`config.mk`:
```
export PLATFORM = sky130hd
export DESIGN_NAME = humidity_sensor_two_wire_master
export DESIGN_NICKNAME = d
export VERILOG_FILES = /design/src/sv/hum_pkg.sv /design/src/sv/humidity_sensor_two_wire_master.sv /design/src/sv/hum_seq.sv
export VERILOG_INCLUDE_DIRS = /design/src /design/src/sv
export SDC_FILE = /design/constraint.sdc
export NUM_CORES = 1
export LEC_CHECK = 0
export BUFFER_PORTS_ARGS = -buffer_cell sky130_fd_sc_hd__buf_4
export CAP_MARGIN = 20
export CORE_MARGIN = 2
export CORE_UTILIZATION = 49
export CTS_CLUSTER_DIAMETER = 150
export CTS_CLUSTER_SIZE = 8
export DETAILED_ROUTE_END_ITERATION = 16
export HOLD_SLACK_MARGIN = 0.05
export PLACE_DENSITY = 0.67
export SLEW_MARGIN = 5
export SYNTH_ARGS = -nofsm -noshare
export SYNTH_HDL_FRONTEND = slang
export SYNTH_HIERARCHICAL = 1
export SYNTH_SLANG_ARGS = --single-unit
```
`constraint.sdc`:
```
create_clock -name clk -period 13.35 [get_ports clk]
set_input_delay 2.0025 -clock clk [delete_from_list [all_inputs] [get_ports clk]]
set_output_delay 2.0025 -clock clk [all_outputs]
set_load 0.02 [all_outputs]
```
`src/sv/assert_macros.svh`:
```
// ---------------------------------------------------------------------------
// assert_macros.svh
// concurrent assertion helpers, empty when synthesizing
// ---------------------------------------------------------------------------
`ifndef ASSERT_MACROS_SVH
`define ASSERT_MACROS_SVH

`ifndef SYNTHESIS
`define ASSERT_AT(lbl, clk, rstn, prop, msg) \
  lbl: assert property (@(posedge clk) disable iff (!(rstn)) prop) else $error(msg);
`define ASSERT_NEVER(lbl, clk, rstn, expr, msg) \
  lbl: assert property (@(posedge clk) disable iff (!(rstn)) !(expr)) else $error(msg);
`else
`define ASSERT_AT(lbl, clk, rstn, prop, msg)
`define ASSERT_NEVER(lbl, clk, rstn, expr, msg)
`endif

`endif

```
`src/sv/hum_pkg.sv`:
```
// ---------------------------------------------------------------------------
// hum_pkg
// shared types and constants of the two-wire humidity sensor master
// ---------------------------------------------------------------------------
`default_nettype none

package hum_pkg;

  localparam int TMO_CFG_W = 24;

  localparam logic [1:0] ACT_TEMP = 2'd1;
  localparam logic [1:0] ACT_HUMI = 2'd2;

  localparam logic [1:0] CFG_HALF_PERIOD = 2'd0;
  localparam logic [1:0] CFG_TIMEOUT     = 2'd1;
  localparam logic [1:0] CFG_RESET_EN    = 2'd2;

  localparam logic [7:0]           HALF_PERIOD_RST = 8'd16;
  localparam logic [TMO_CFG_W-1:0] TIMEOUT_RST     = 24'hFF_FFFF;

  localparam logic [7:0] CMD_TEMP = 8'h03;
  localparam logic [7:0] CMD_HUMI = 8'h05;

  localparam logic [3:0] RST_CLOCKS = 4'd9;
  localparam logic [3:0] START_LEN  = 4'd7;
  localparam logic [3:0] BYTE_BITS  = 4'd8;
  localparam logic [1:0] READ_BYTES = 2'd3;

  typedef enum logic [13:0] {
    PH_IDLE    = 14'b00_0000_0000_0001,
    PH_RST_HI  = 14'b00_0000_0000_0010,
    PH_RST_LO  = 14'b00_0000_0000_0100,
    PH_START   = 14'b00_0000_0000_1000,
    PH_WR_LO   = 14'b00_0000_0001_0000,
    PH_WR_HI   = 14'b00_0000_0010_0000,
    PH_ACK_LO  = 14'b00_0000_0100_0000,
    PH_ACK_HI  = 14'b00_0000_1000_0000,
    PH_WAIT    = 14'b00_0001_0000_0000,
    PH_RD_HI   = 14'b00_0010_0000_0000,
    PH_RD_LO   = 14'b00_0100_0000_0000,
    PH_RACK_LO = 14'b00_1000_0000_0000,
    PH_RACK_HI = 14'b01_0000_0000_0000,
    PH_DONE    = 14'b10_0000_0000_0000
  } phase_t;

  typedef struct packed {
    logic [7:0]           half_period;
    logic [TMO_CFG_W-1:0] timeout;
    logic                 reset_en;
  } cfg_t;

  typedef struct packed {
    logic        scl;
    logic        sda_release;
    logic        busy;
    logic        done;
    logic [1:0]  errors;
    logic [15:0] value;
    logic [7:0]  check;
  } res_t;

  // transmission-start pattern, clock and data per slot
  function automatic logic [1:0] start_pattern(input logic [3:0] idx);
    logic [1:0] sc_sd;
    case (idx)
      4'd0:    sc_sd = 2'b01;
      4'd1:    sc_sd = 2'b11;
      4'd2:    sc_sd = 2'b10;
      4'd3:    sc_sd = 2'b00;
      4'd4:    sc_sd = 2'b10;
      4'd5:    sc_sd = 2'b11;
      4'd6:    sc_sd = 2'b01;
      default: sc_sd = 2'b01;
    endcase
    return sc_sd;
  endfunction

endpackage

`default_nettype wire

```
`src/sv/humidity_sensor_two_wire_master.sv`:
```
// a tick's line levels and status are registered into the output register, or into the skid entry while it is stalled
// throughput: one tick per cycle while in_stall is low; the sequencer state advances once per transaction
// an output register plus one skid entry: input stalls only once both hold a waiting result
// reset (rst_n low, synchronous): sequencer idle, counters and captured data zero,
// registers back to half period 16, timeout 16777215, connection reset enabled
// ---------------------------------------------------------------------------
// humidity_sensor_two_wire_master
// measurement sequence master for a two-wire humidity and temperature sensor
// ---------------------------------------------------------------------------
`default_nettype none
`include "assert_macros.svh"

module humidity_sensor_two_wire_master import hum_pkg::*; #(
  parameter int TIMEOUT_BITS = 24
) (
  input  wire logic                 clk,
  input  wire logic                 rst_n,
  input  wire logic                 cfg_we,
  input  wire logic [1:0]           cfg_index,
  input  wire logic [TMO_CFG_W-1:0] cfg_wdata,
  input  wire logic                 in_valid,
  output logic                      in_stall,
  input  wire logic [1:0]           in_action,
  input  wire logic                 in_sda_in,
  output logic                      out_valid,
  input  wire logic                 out_stall,
  output logic                      out_scl_out,
  output logic                      out_sda_release,
  output logic                      out_busy_res,
  output logic                      out_done_res,
  output logic [1:0]                out_error_count,
  output logic [15:0]               out_measure_value,
  output logic [7:0]                out_check_byte
);

  cfg_t cfg_r;
  res_t res_now;
  res_t main_r, skid_r;
  logic main_valid_r, skid_valid_r;
  logic in_acc, out_take;

  always_ff @(posedge clk) begin
    if (!rst_n) begin
      cfg_r.half_period <= HALF_PERIOD_RST;
      cfg_r.timeout     <= TIMEOUT_RST;
      cfg_r.reset_en    <= 1'b1;
    end else if (cfg_we) begin
      case (cfg_index)
        CFG_HALF_PERIOD: cfg_r.half_period <= cfg_wdata[7:0];
        CFG_TIMEOUT:     cfg_r.timeout     <= cfg_wdata;
        CFG_RESET_EN:    cfg_r.reset_en    <= cfg_wdata[0];
        default:         cfg_r             <= cfg_r;
      endcase
    end
  end

  assign in_stall = skid_valid_r;
  assign in_acc   = in_valid && !in_stall;
  assign out_take = main_valid_r && !out_stall;

  hum_seq #(
    .TIMEOUT_BITS(TIMEOUT_BITS)
  ) u_seq (
    .clk    (clk),
    .rst_n  (rst_n),
    .step   (in_acc),
    .action (in_action),
    .sda    (in_sda_in),
    .cfg    (cfg_r),
    .res    (res_now)
  );

  always_ff @(posedge clk) begin
    if (!rst_n) begin
      main_valid_r <= 1'b0;
      skid_valid_r <= 1'b0;
    end else begin
      if (!main_valid_r || out_take) begin
        if (skid_valid_r) begin
          main_valid_r <= 1'b1;
          skid_valid_r <= 1'b0;
        end else begin
          main_valid_r <= in_acc;
        end
      end else if (in_acc) begin
        skid_valid_r <= 1'b1;
      end
    end
  end

  always_ff @(posedge clk) begin
    if (!main_valid_r || out_take) begin
      if (skid_valid_r) begin
        main_r <= skid_r;
      end else if (in_acc) begin
        main_r <= res_now;
      end
    end else if (in_acc) begin
      skid_r <= res_now;
    end
  end

  assign out_valid         = main_valid_r;
  assign out_scl_out       = main_r.scl;
  assign out_sda_release   = main_r.sda_release;
  assign out_busy_res      = main_r.busy;
  assign out_done_res      = main_r.done;
  assign out_error_count   = main_r.errors;
  assign out_measure_value = main_r.value;
  assign out_check_byte    = main_r.check;

  `ASSERT_NEVER(a_skid_needs_main, clk, rst_n, skid_valid_r && !main_valid_r,
                "skid entry without output entry")
  `ASSERT_AT(a_done_not_busy, clk, rst_n, out_valid && out_done_res |-> !out_busy_res,
             "done while busy")
  `ASSERT_AT(a_idle_clean, clk, rst_n,
             out_valid && !out_done_res |-> out_error_count == 2'd0 &&
               out_measure_value == 16'd0 && out_check_byte == 8'd0,
             "result fields set without done")
  `ASSERT_AT(a_skid_holds_input, clk, rst_n, skid_valid_r && out_stall |=> skid_valid_r,
             "skid entry lost while stalled")

endmodule

`default_nettype wire

```
`src/sv/hum_seq.sv`:
```
// ---------------------------------------------------------------------------
// hum_seq
// bit-level measurement sequencer, one step per accepted tick
// ---------------------------------------------------------------------------
`default_nettype none

module hum_seq import hum_pkg::*; #(
  parameter int TIMEOUT_BITS = 24
) (
  input  wire logic       clk,
  input  wire logic       rst_n,
  input  wire logic       step,
  input  wire logic [1:0] action,
  input  wire logic       sda,
  input  wire cfg_t       cfg,
  output res_t            res
);

  localparam int LW = (TIMEOUT_BITS > TMO_CFG_W) ? TIMEOUT_BITS : TMO_CFG_W;

  phase_t                  phase_r, phase_nxt;
  logic [7:0]              tdiv_r, tdiv_nxt;
  logic [3:0]              bit_cnt_r, bit_cnt_nxt;
  logic [1:0]              byte_cnt_r, byte_cnt_nxt;
  logic [7:0]              shift_r, shift_nxt;
  logic [15:0]             data_r, data_nxt;
  logic [7:0]              check_r, check_nxt;
  logic [TIMEOUT_BITS-1:0] wait_r, wait_nxt;
  logic [1:0]              err_r, err_nxt;
  logic [7:0]              cmd_r, cmd_nxt;

  logic [7:0]              half;
  logic [8:0]              tdiv_inc;
  logic                    slot_end;
  logic [7:0]              tdiv_step;
  logic [TIMEOUT_BITS-1:0] wait_inc;
  logic [LW-1:0]           mask_ext, tmo_ext, lim_cut, lim;
  logic                    timed_out;
  logic [3:0]              bit_inc;
  logic [1:0]              byte_inc;
  logic [1:0]              start_sc_sd;
  logic                    start_req;

  assign half      = (cfg.half_period == 8'd0) ? 8'd1 : cfg.half_period;
  assign tdiv_inc  = {1'b0, tdiv_r} + 9'd1;
  assign slot_end  = (tdiv_inc >= {1'b0, half});
  assign tdiv_step = slot_end ? 8'd0 : tdiv_inc[7:0];

  assign wait_inc  = (&wait_r) ? wait_r : wait_r + TIMEOUT_BITS'(1);
  assign mask_ext  = LW'({TIMEOUT_BITS{1'b1}});
  assign tmo_ext   = LW'(cfg.timeout);
  assign lim_cut   = (tmo_ext > mask_ext) ? mask_ext : tmo_ext;
  assign lim       = (lim_cut == '0) ? LW'(1) : lim_cut;
  assign timed_out = (LW'(wait_inc) >= lim);

  assign bit_inc     = bit_cnt_r + 4'd1;
  assign byte_inc    = byte_cnt_r + 2'd1;
  assign start_sc_sd = start_pattern(bit_cnt_r);
  assign start_req   = (action == ACT_TEMP) || (action == ACT_HUMI);

  // line levels and status from the current state
  always_comb begin
    res = '0;
    res.sda_release = 1'b1;
    res.busy = 1'b1;
    case (phase_r)
      PH_IDLE: begin
        res.busy = 1'b0;
      end
      PH_DONE: begin
        res.busy   = 1'b0;
        res.done   = 1'b1;
        res.errors = err_r;
        res.value  = data_r;
        res.check  = check_r;
      end
      PH_RST_HI, PH_ACK_HI, PH_RD_HI: begin
        res.scl = 1'b1;
      end
      PH_START: begin
        res.scl         = start_sc_sd[1];
        res.sda_release = start_sc_sd[0];
      end
      PH_WR_LO: begin
        res.sda_release = shift_r[7];
      end
      PH_WR_HI: begin
        res.scl         = 1'b1;
        res.sda_release = shift_r[7];
      end
      PH_RACK_LO: begin
        res.sda_release = (byte_cnt_r >= 2'd2);
      end
      PH_RACK_HI: begin
        res.scl         = 1'b1;
        res.sda_release = (byte_cnt_r >= 2'd2);
      end
      default: begin
        res.busy = 1'b1;
      end
    endcase
  end

  always_comb begin
    phase_nxt    = phase_r;
    tdiv_nxt     = tdiv_r;
    bit_cnt_nxt  = bit_cnt_r;
    byte_cnt_nxt = byte_cnt_r;
    shift_nxt    = shift_r;
    data_nxt     = data_r;
    check_nxt    = check_r;
    wait_nxt     = wait_r;
    err_nxt      = err_r;
    cmd_nxt      = cmd_r;
    case (phase_r)
      PH_IDLE, PH_DONE: begin
        phase_nxt = PH_IDLE;
        if (start_req) begin
          cmd_nxt      = (action == ACT_TEMP) ? CMD_TEMP : CMD_HUMI;
          err_nxt      = 2'd0;
          tdiv_nxt     = 8'd0;
          bit_cnt_nxt  = 4'd0;
          byte_cnt_nxt = 2'd0;
          shift_nxt    = 8'd0;
          wait_nxt     = '0;
          phase_nxt    = cfg.reset_en ? PH_RST_HI : PH_START;
        end
      end
      PH_RST_HI: begin
        tdiv_nxt = tdiv_step;
        if (slot_end) phase_nxt = PH_RST_LO;
      end
      PH_RST_LO: begin
        tdiv_nxt = tdiv_step;
        if (slot_end) begin
          if (bit_inc >= RST_CLOCKS) begin
            bit_cnt_nxt = 4'd0;
            phase_nxt   = PH_START;
          end else begin
            bit_cnt_nxt = bit_inc;
            phase_nxt   = PH_RST_HI;
          end
        end
      end
      PH_START: begin
        tdiv_nxt = tdiv_step;
        if (slot_end) begin
          if (bit_inc >= START_LEN) begin
            bit_cnt_nxt = 4'd0;
            shift_nxt   = cmd_r;
            phase_nxt   = PH_WR_LO;
          end else begin
            bit_cnt_nxt = bit_inc;
          end
        end
      end
      PH_WR_LO: begin
        tdiv_nxt = tdiv_step;
        if (slot_end) phase_nxt = PH_WR_HI;
      end
      PH_WR_HI: begin
        tdiv_nxt = tdiv_step;
        if (slot_end) begin
          shift_nxt   = {shift_r[6:0], 1'b0};
          bit_cnt_nxt = bit_inc;
          phase_nxt   = (bit_inc >= BYTE_BITS) ? PH_ACK_LO : PH_WR_LO;
        end
      end
      PH_ACK_LO: begin
        tdiv_nxt = tdiv_step;
        if (slot_end) phase_nxt = PH_ACK_HI;
      end
      PH_ACK_HI: begin
        tdiv_nxt = tdiv_step;
        if (slot_end) begin
          if (sda) err_nxt = err_r + 2'd1;
          wait_nxt  = '0;
          phase_nxt = PH_WAIT;
        end
      end
      PH_WAIT: begin
        if (!sda || timed_out) begin
          if (sda) begin
            wait_nxt = wait_inc;
            err_nxt  = err_r + 2'd1;
          end
          phase_nxt    = PH_RD_HI;
          tdiv_nxt     = 8'd0;
          bit_cnt_nxt  = 4'd0;
          byte_cnt_nxt = 2'd0;
          shift_nxt    = 8'd0;
        end else begin
          wait_nxt = wait_inc;
        end
      end
      PH_RD_HI: begin
        tdiv_nxt = tdiv_step;
        if (slot_end) begin
          shift_nxt = {shift_r[6:0], sda};
          phase_nxt = PH_RD_LO;
        end
      end
      PH_RD_LO: begin
        tdiv_nxt = tdiv_step;
        if (slot_end) begin
          bit_cnt_nxt = bit_inc;
          if (bit_inc >= BYTE_BITS) begin
            if (byte_cnt_r == 2'd0) begin
              data_nxt = {shift_r, 8'd0};
            end else if (byte_cnt_r == 2'd1) begin
              data_nxt = {data_r[15:8], shift_r};
            end else begin
              check_nxt = shift_r;
            end
            phase_nxt = PH_RACK_LO;
          end else begin
            phase_nxt = PH_RD_HI;
          end
        end
      end
      PH_RACK_LO: begin
        tdiv_nxt = tdiv_step;
        if (slot_end) phase_nxt = PH_RACK_HI;
      end
      PH_RACK_HI: begin
        tdiv_nxt = tdiv_step;
        if (slot_end) begin
          if (byte_inc >= READ_BYTES) begin
            byte_cnt_nxt = 2'd0;
            phase_nxt    = PH_DONE;
          end else begin
            byte_cnt_nxt = byte_inc;
            bit_cnt_nxt  = 4'd0;
            shift_nxt    = 8'd0;
            phase_nxt    = PH_RD_HI;
          end
        end
      end
      default: begin
        phase_nxt = PH_IDLE;
      end
    endcase
  end

  always_ff @(posedge clk) begin
    if (!rst_n) begin
      phase_r    <= PH_IDLE;
      tdiv_r     <= 8'd0;
      bit_cnt_r  <= 4'd0;
      byte_cnt_r <= 2'd0;
      shift_r    <= 8'd0;
      data_r     <= 16'd0;
      check_r    <= 8'd0;
      wait_r     <= '0;
      err_r      <= 2'd0;
      cmd_r      <= 8'd0;
    end else if (step) begin
      phase_r    <= phase_nxt;
      tdiv_r     <= tdiv_nxt;
      bit_cnt_r  <= bit_cnt_nxt;
      byte_cnt_r <= byte_cnt_nxt;
      shift_r    <= shift_nxt;
      data_r     <= data_nxt;
      check_r    <= check_nxt;
      wait_r     <= wait_nxt;
      err_r      <= err_nxt;
      cmd_r      <= cmd_nxt;
    end
  end

endmodule

`default_nettype wire

```
==> parameters.txt <==
Parameter                              Value

Clock tree
  Max Root-Sink Buffers    2
  Clock insertion delay at the later pin of the skew report    around 0.43 ns
  Clock edge transition at the registers on the reported setup and hold paths    0.07 ns
  Total of cells resized after clock tree synthesis    0
  Post-CTS Setup Repair Bufs    0
  Cts hold-fix bufs    0
  Number of buffers created by CTS    17
  H-tree levels    4
  # clock sinks    approximately 180
  Root buffer cell    clkbuf_16
  CTS tree    built

Worst setup path
  Slowest Stage Delay on Critical Path    about 0.73 ns
  Crit path buffers/inverters    0
  Crit path launch type    register
  Data required time at the worst endpoint    between 10 and 15 ns
  Register-to-register setup slack    8.37 ns
  Crit path launch    u_seq/wait_r[0]
  RR Startpoint    u_seq/wait_r[0]
  Largest delay share family, worst path    compound AO/OA/AOI/OAI gates
  Critical Path Sink Type    register
  CP cell instances    ha_1 > and4_1 > nand3_1 > o311ai_2 > nor3_1 > and3_1 > nand2_1 > xnor2_1 > ha_1 > nand2_1 > o21bai_1 > a2111oi_0 > o311ai_1 > a2111oi_4 > nor3_4 > a311oi_1
  Crit path max fanout    10
  Critical Path Slowest Stage Cell    a2111oi_4
  Category of the critical setup timing path    register to register
  Arrival time worst endpoint    between 5 and 6 ns

Die
  Number of ports placed on the die boundary    66
  Area of the core region    approximately 21,000 um^2
  Starting density of the core    49.4%
  Number of rows in the core area    53
  Die Ht    between 100 and 150 um
  Total die area    22,200 um^2
  Horizontal die dimension    about 150 um

STA
  Tmin final    4.98 ns
  Post-route fraction of the period consumed by the critical path    about 37%
  Sum of negative setup slack    0 ns
  Actual slew at the worst max-slew pin    1.04 ns
  Slack of the critical path    roughly 8.4 ns
  Total count of max-transition violations in the final report    0
  RSZ-0062 raised after global routing    false
  Achievable Freq    201 MHz
  Tightest slew margin relative to the limit    just under 30%
  Total setup violations reported at the end of the flow    0
  Clock skew    about 0.0095 ns
  Number of hold-slack violations in the final timing report    0

Routing
  Vias    7,886
  DRC Markers    0
  Antenna viol nets, final    0
  Total length of routed wires    between 20,000 and 25,000 um
  Detail-routed via count per cell    5.77
  Routed length per placed instance    17.1 um
  Detailed Route Iter0 Violations    about 470
  Drt first pass iters    5

Global routing
  Overflow after GRT    0
  Overall fraction of global-route tracks in use    a little over a fifth
  Global-route wire length before repair    ~38,000 um
  Vias in the first global route    around 7.5k
  Largest net degree at the start of global routing    61
  Initial antenna violation count    0

Cells and area
  Commonest cells after routing, fill and taps aside    124 x dfxtp_1, 86 x nand2_1, 73 x buf_4
  Net count of the finished layout    approximately 1.2k
  Count of fill cells added during filler insertion    1,844
  Ratio of cells with drive above 1 in the final layout    between 15 and 20%
  Synth-to-Final Area Change    11.0%
  Antenna Cells    0
  Most frequent standard cell in the layout excluding fill and tap cells    dfxtp_1

Logic synthesis
  Count of yosys warnings during synthesis    6
  Ys async rst share    0%
  Post-synthesis instance area    10,300 um^2
  Primary flip-flop cell chosen by synthesis mapping    dfxtp_1
  Proportion of netlist area held by the largest area contributor    24.1%
  Synth Register Bits    between 150 and 200
  Post-synthesis cell count    around 1.0k
  Area contributors post-synth    dfxtp_1 24%, edfxtp_1 18%, ha_1 5.0%
  Fraction of the yosys area taken by sequential cells    41.6%
  Count of distinct cell types in the synthesized netlist    94
  Post-synth EDFFs    60
  Synthesized area per cell    9.81 um^2
  Net count after synthesis    between 1k and 1.5k
  Post-synth top area cell    dfxtp_1

Placed design
  Post-detailed-placement half-perimeter wirelength    ~16,000 um
  Worst-case setup slack after placement    around 8.4 ns
  Total of buffers placed on input and output ports    65
  Routability-driven placement congestion ratio    0.887

Power
  Reported leakage power    4.54 nW
  Worst VDD drop    between 0.00008 and 0.00009 V
  Areal power density over the cells    around 110 nW/um^2

Flow run
  Number of max-cap violations    0

Run status
  Outcome    completed

Hold path
  Path class of the lowest-slack min-delay path    register to register
  Hold Path Origin    cfg_r[26]
metal layers:
metal	global-route usage, %	share of wire [%]
met3	3.09	5.1
met2	35.0	46
met4	6.24	1.8
met1	29.6	47
met5	0	0
final cells by class:
cell class                 instances  area, um^2  share of cell area [%]
sequential                       184        4280                    37.5
timing repair buffer              73         548                    4.79
multi-input combinational        739        5430                    47.5
inverter                          63         236                    2.07
clock inverter                    15         163                    1.42
tap                              275         344                    3.01
clock buffer                      17         425                    3.72
worst min-delay path, delay by kind of cell (launching register included):
| kind | cells | cell delay (ns) |
|---|---|---|
| muxes | 1 | 0.06 |
| and+or+nand+nor | 1 | 0.05 |
| DFF | 1 | 0.31 |
path summary, 6_finish.rpt:
path                 endpoint  cells after the start
min reg2reg         cfg_r[26]                      2
max          u_seq/phase_r[4]                     16
min                 cfg_r[26]                      2
max reg2reg  u_seq/phase_r[4]                     16
per-stage QoR:
| step | utilization, % | area (um^2) | total power, mW | std cells | hold WS (ns) |
|---|---|---|---|---|---|
| after global routing | 54.9 | 11400 | 1.30 | 1366 | 0.487 |
| final | 54.9 | 11400 | 1.25 | 1366 | 0.461 |
| after CTS | 54.9 | 11400 | 1.26 | 1366 | 0.465 |
| after detailed placement | 52.1 | 10800 | 0.753 | 1334 | 0.454 |
| after global placement | 52.1 | 10800 | 0.752 | 1334 | 0.445 |
| after floorplan | - | 10300 | 0.714 | 1049 | 0.435 |
Yosys cell counts, types with 4 or more instances:
cell type and count:
nand2_1 86, nor3_1 18, and3_1 14, a211oi_1 6
a21o_1 7, buf_6 5, xor2_1 12, a22o_1 8
nor2_1 58, dfxtp_1 124, mux2i_1 41, ha_1 41
nand4b_1 23, nor2b_1 15, o211ai_1 13, nor4_1 15
o31ai_1 8, o311ai_0 8, nand3_1 44, or3_1 8
and4_1 9, inv_1 63, o221a_2 5, buf_2 18
or4_1 5, o211ai_2 20, and2_1 30, nor4b_1 5
xnor2_1 20, mux2_2 32, a21oi_1 38, o21ai_1 4
nand2b_1 16, a31oi_1 9, clkbuf_1 28, o41ai_1 4
o21ai_0 28, a41oi_1 4, nand4_1 13, buf_4 5
edfxtp_1 60
sequential cells by signal, summed over array words and instances (netlist names):
name / flops
cfg_r: 33
skid_r: 30
u_seq/wait_r: 24
out_measure_value: 16
u_seq/data_r: 16
u_seq/phase_r: 14
out_check_byte: 8
u_seq/check_r: 8
u_seq/shift_r: 8
u_seq/tdiv_r: 8
u_seq/bit_cnt_r: 4
u_seq/cmd_r: 3
out_error_count: 2
u_seq/byte_cnt_r: 2
u_seq/err_r: 2
in_stall: 1
out_busy_res: 1
out_done_res: 1
out_scl_out: 1
out_sda_release: 1
out_valid: 1
kinds of logic (layout without fill, tap and decap cells):
family | Yosys count | in the layout | synth area share [%]
AND/OR/NAND/NOR | 387 | 387 | 21.6
AO/OA/AOI/OAI | 206 | 206 | 15.9
flip-flops | 184 | 184 | 41.6
buffers and inverters | 126 | 168 | 5.68
multiplexers | 73 | 73 | 7.49
adder cells (fa/ha/maj) | 41 | 41 | 4.98
XOR/XNOR | 32 | 32 | 2.72
report_power, final:
part / internal [mW] / leakage, nW / switching (mW)
registers: 0.594 / 1.53 / 0.0138
clock network: 0.280 / 0.285 / 0.228
logic: 0.0498 / 2.72 / 0.0838
total: 0.924 / 4.54 / 0.326
Power figures use the tool's default switching activity.
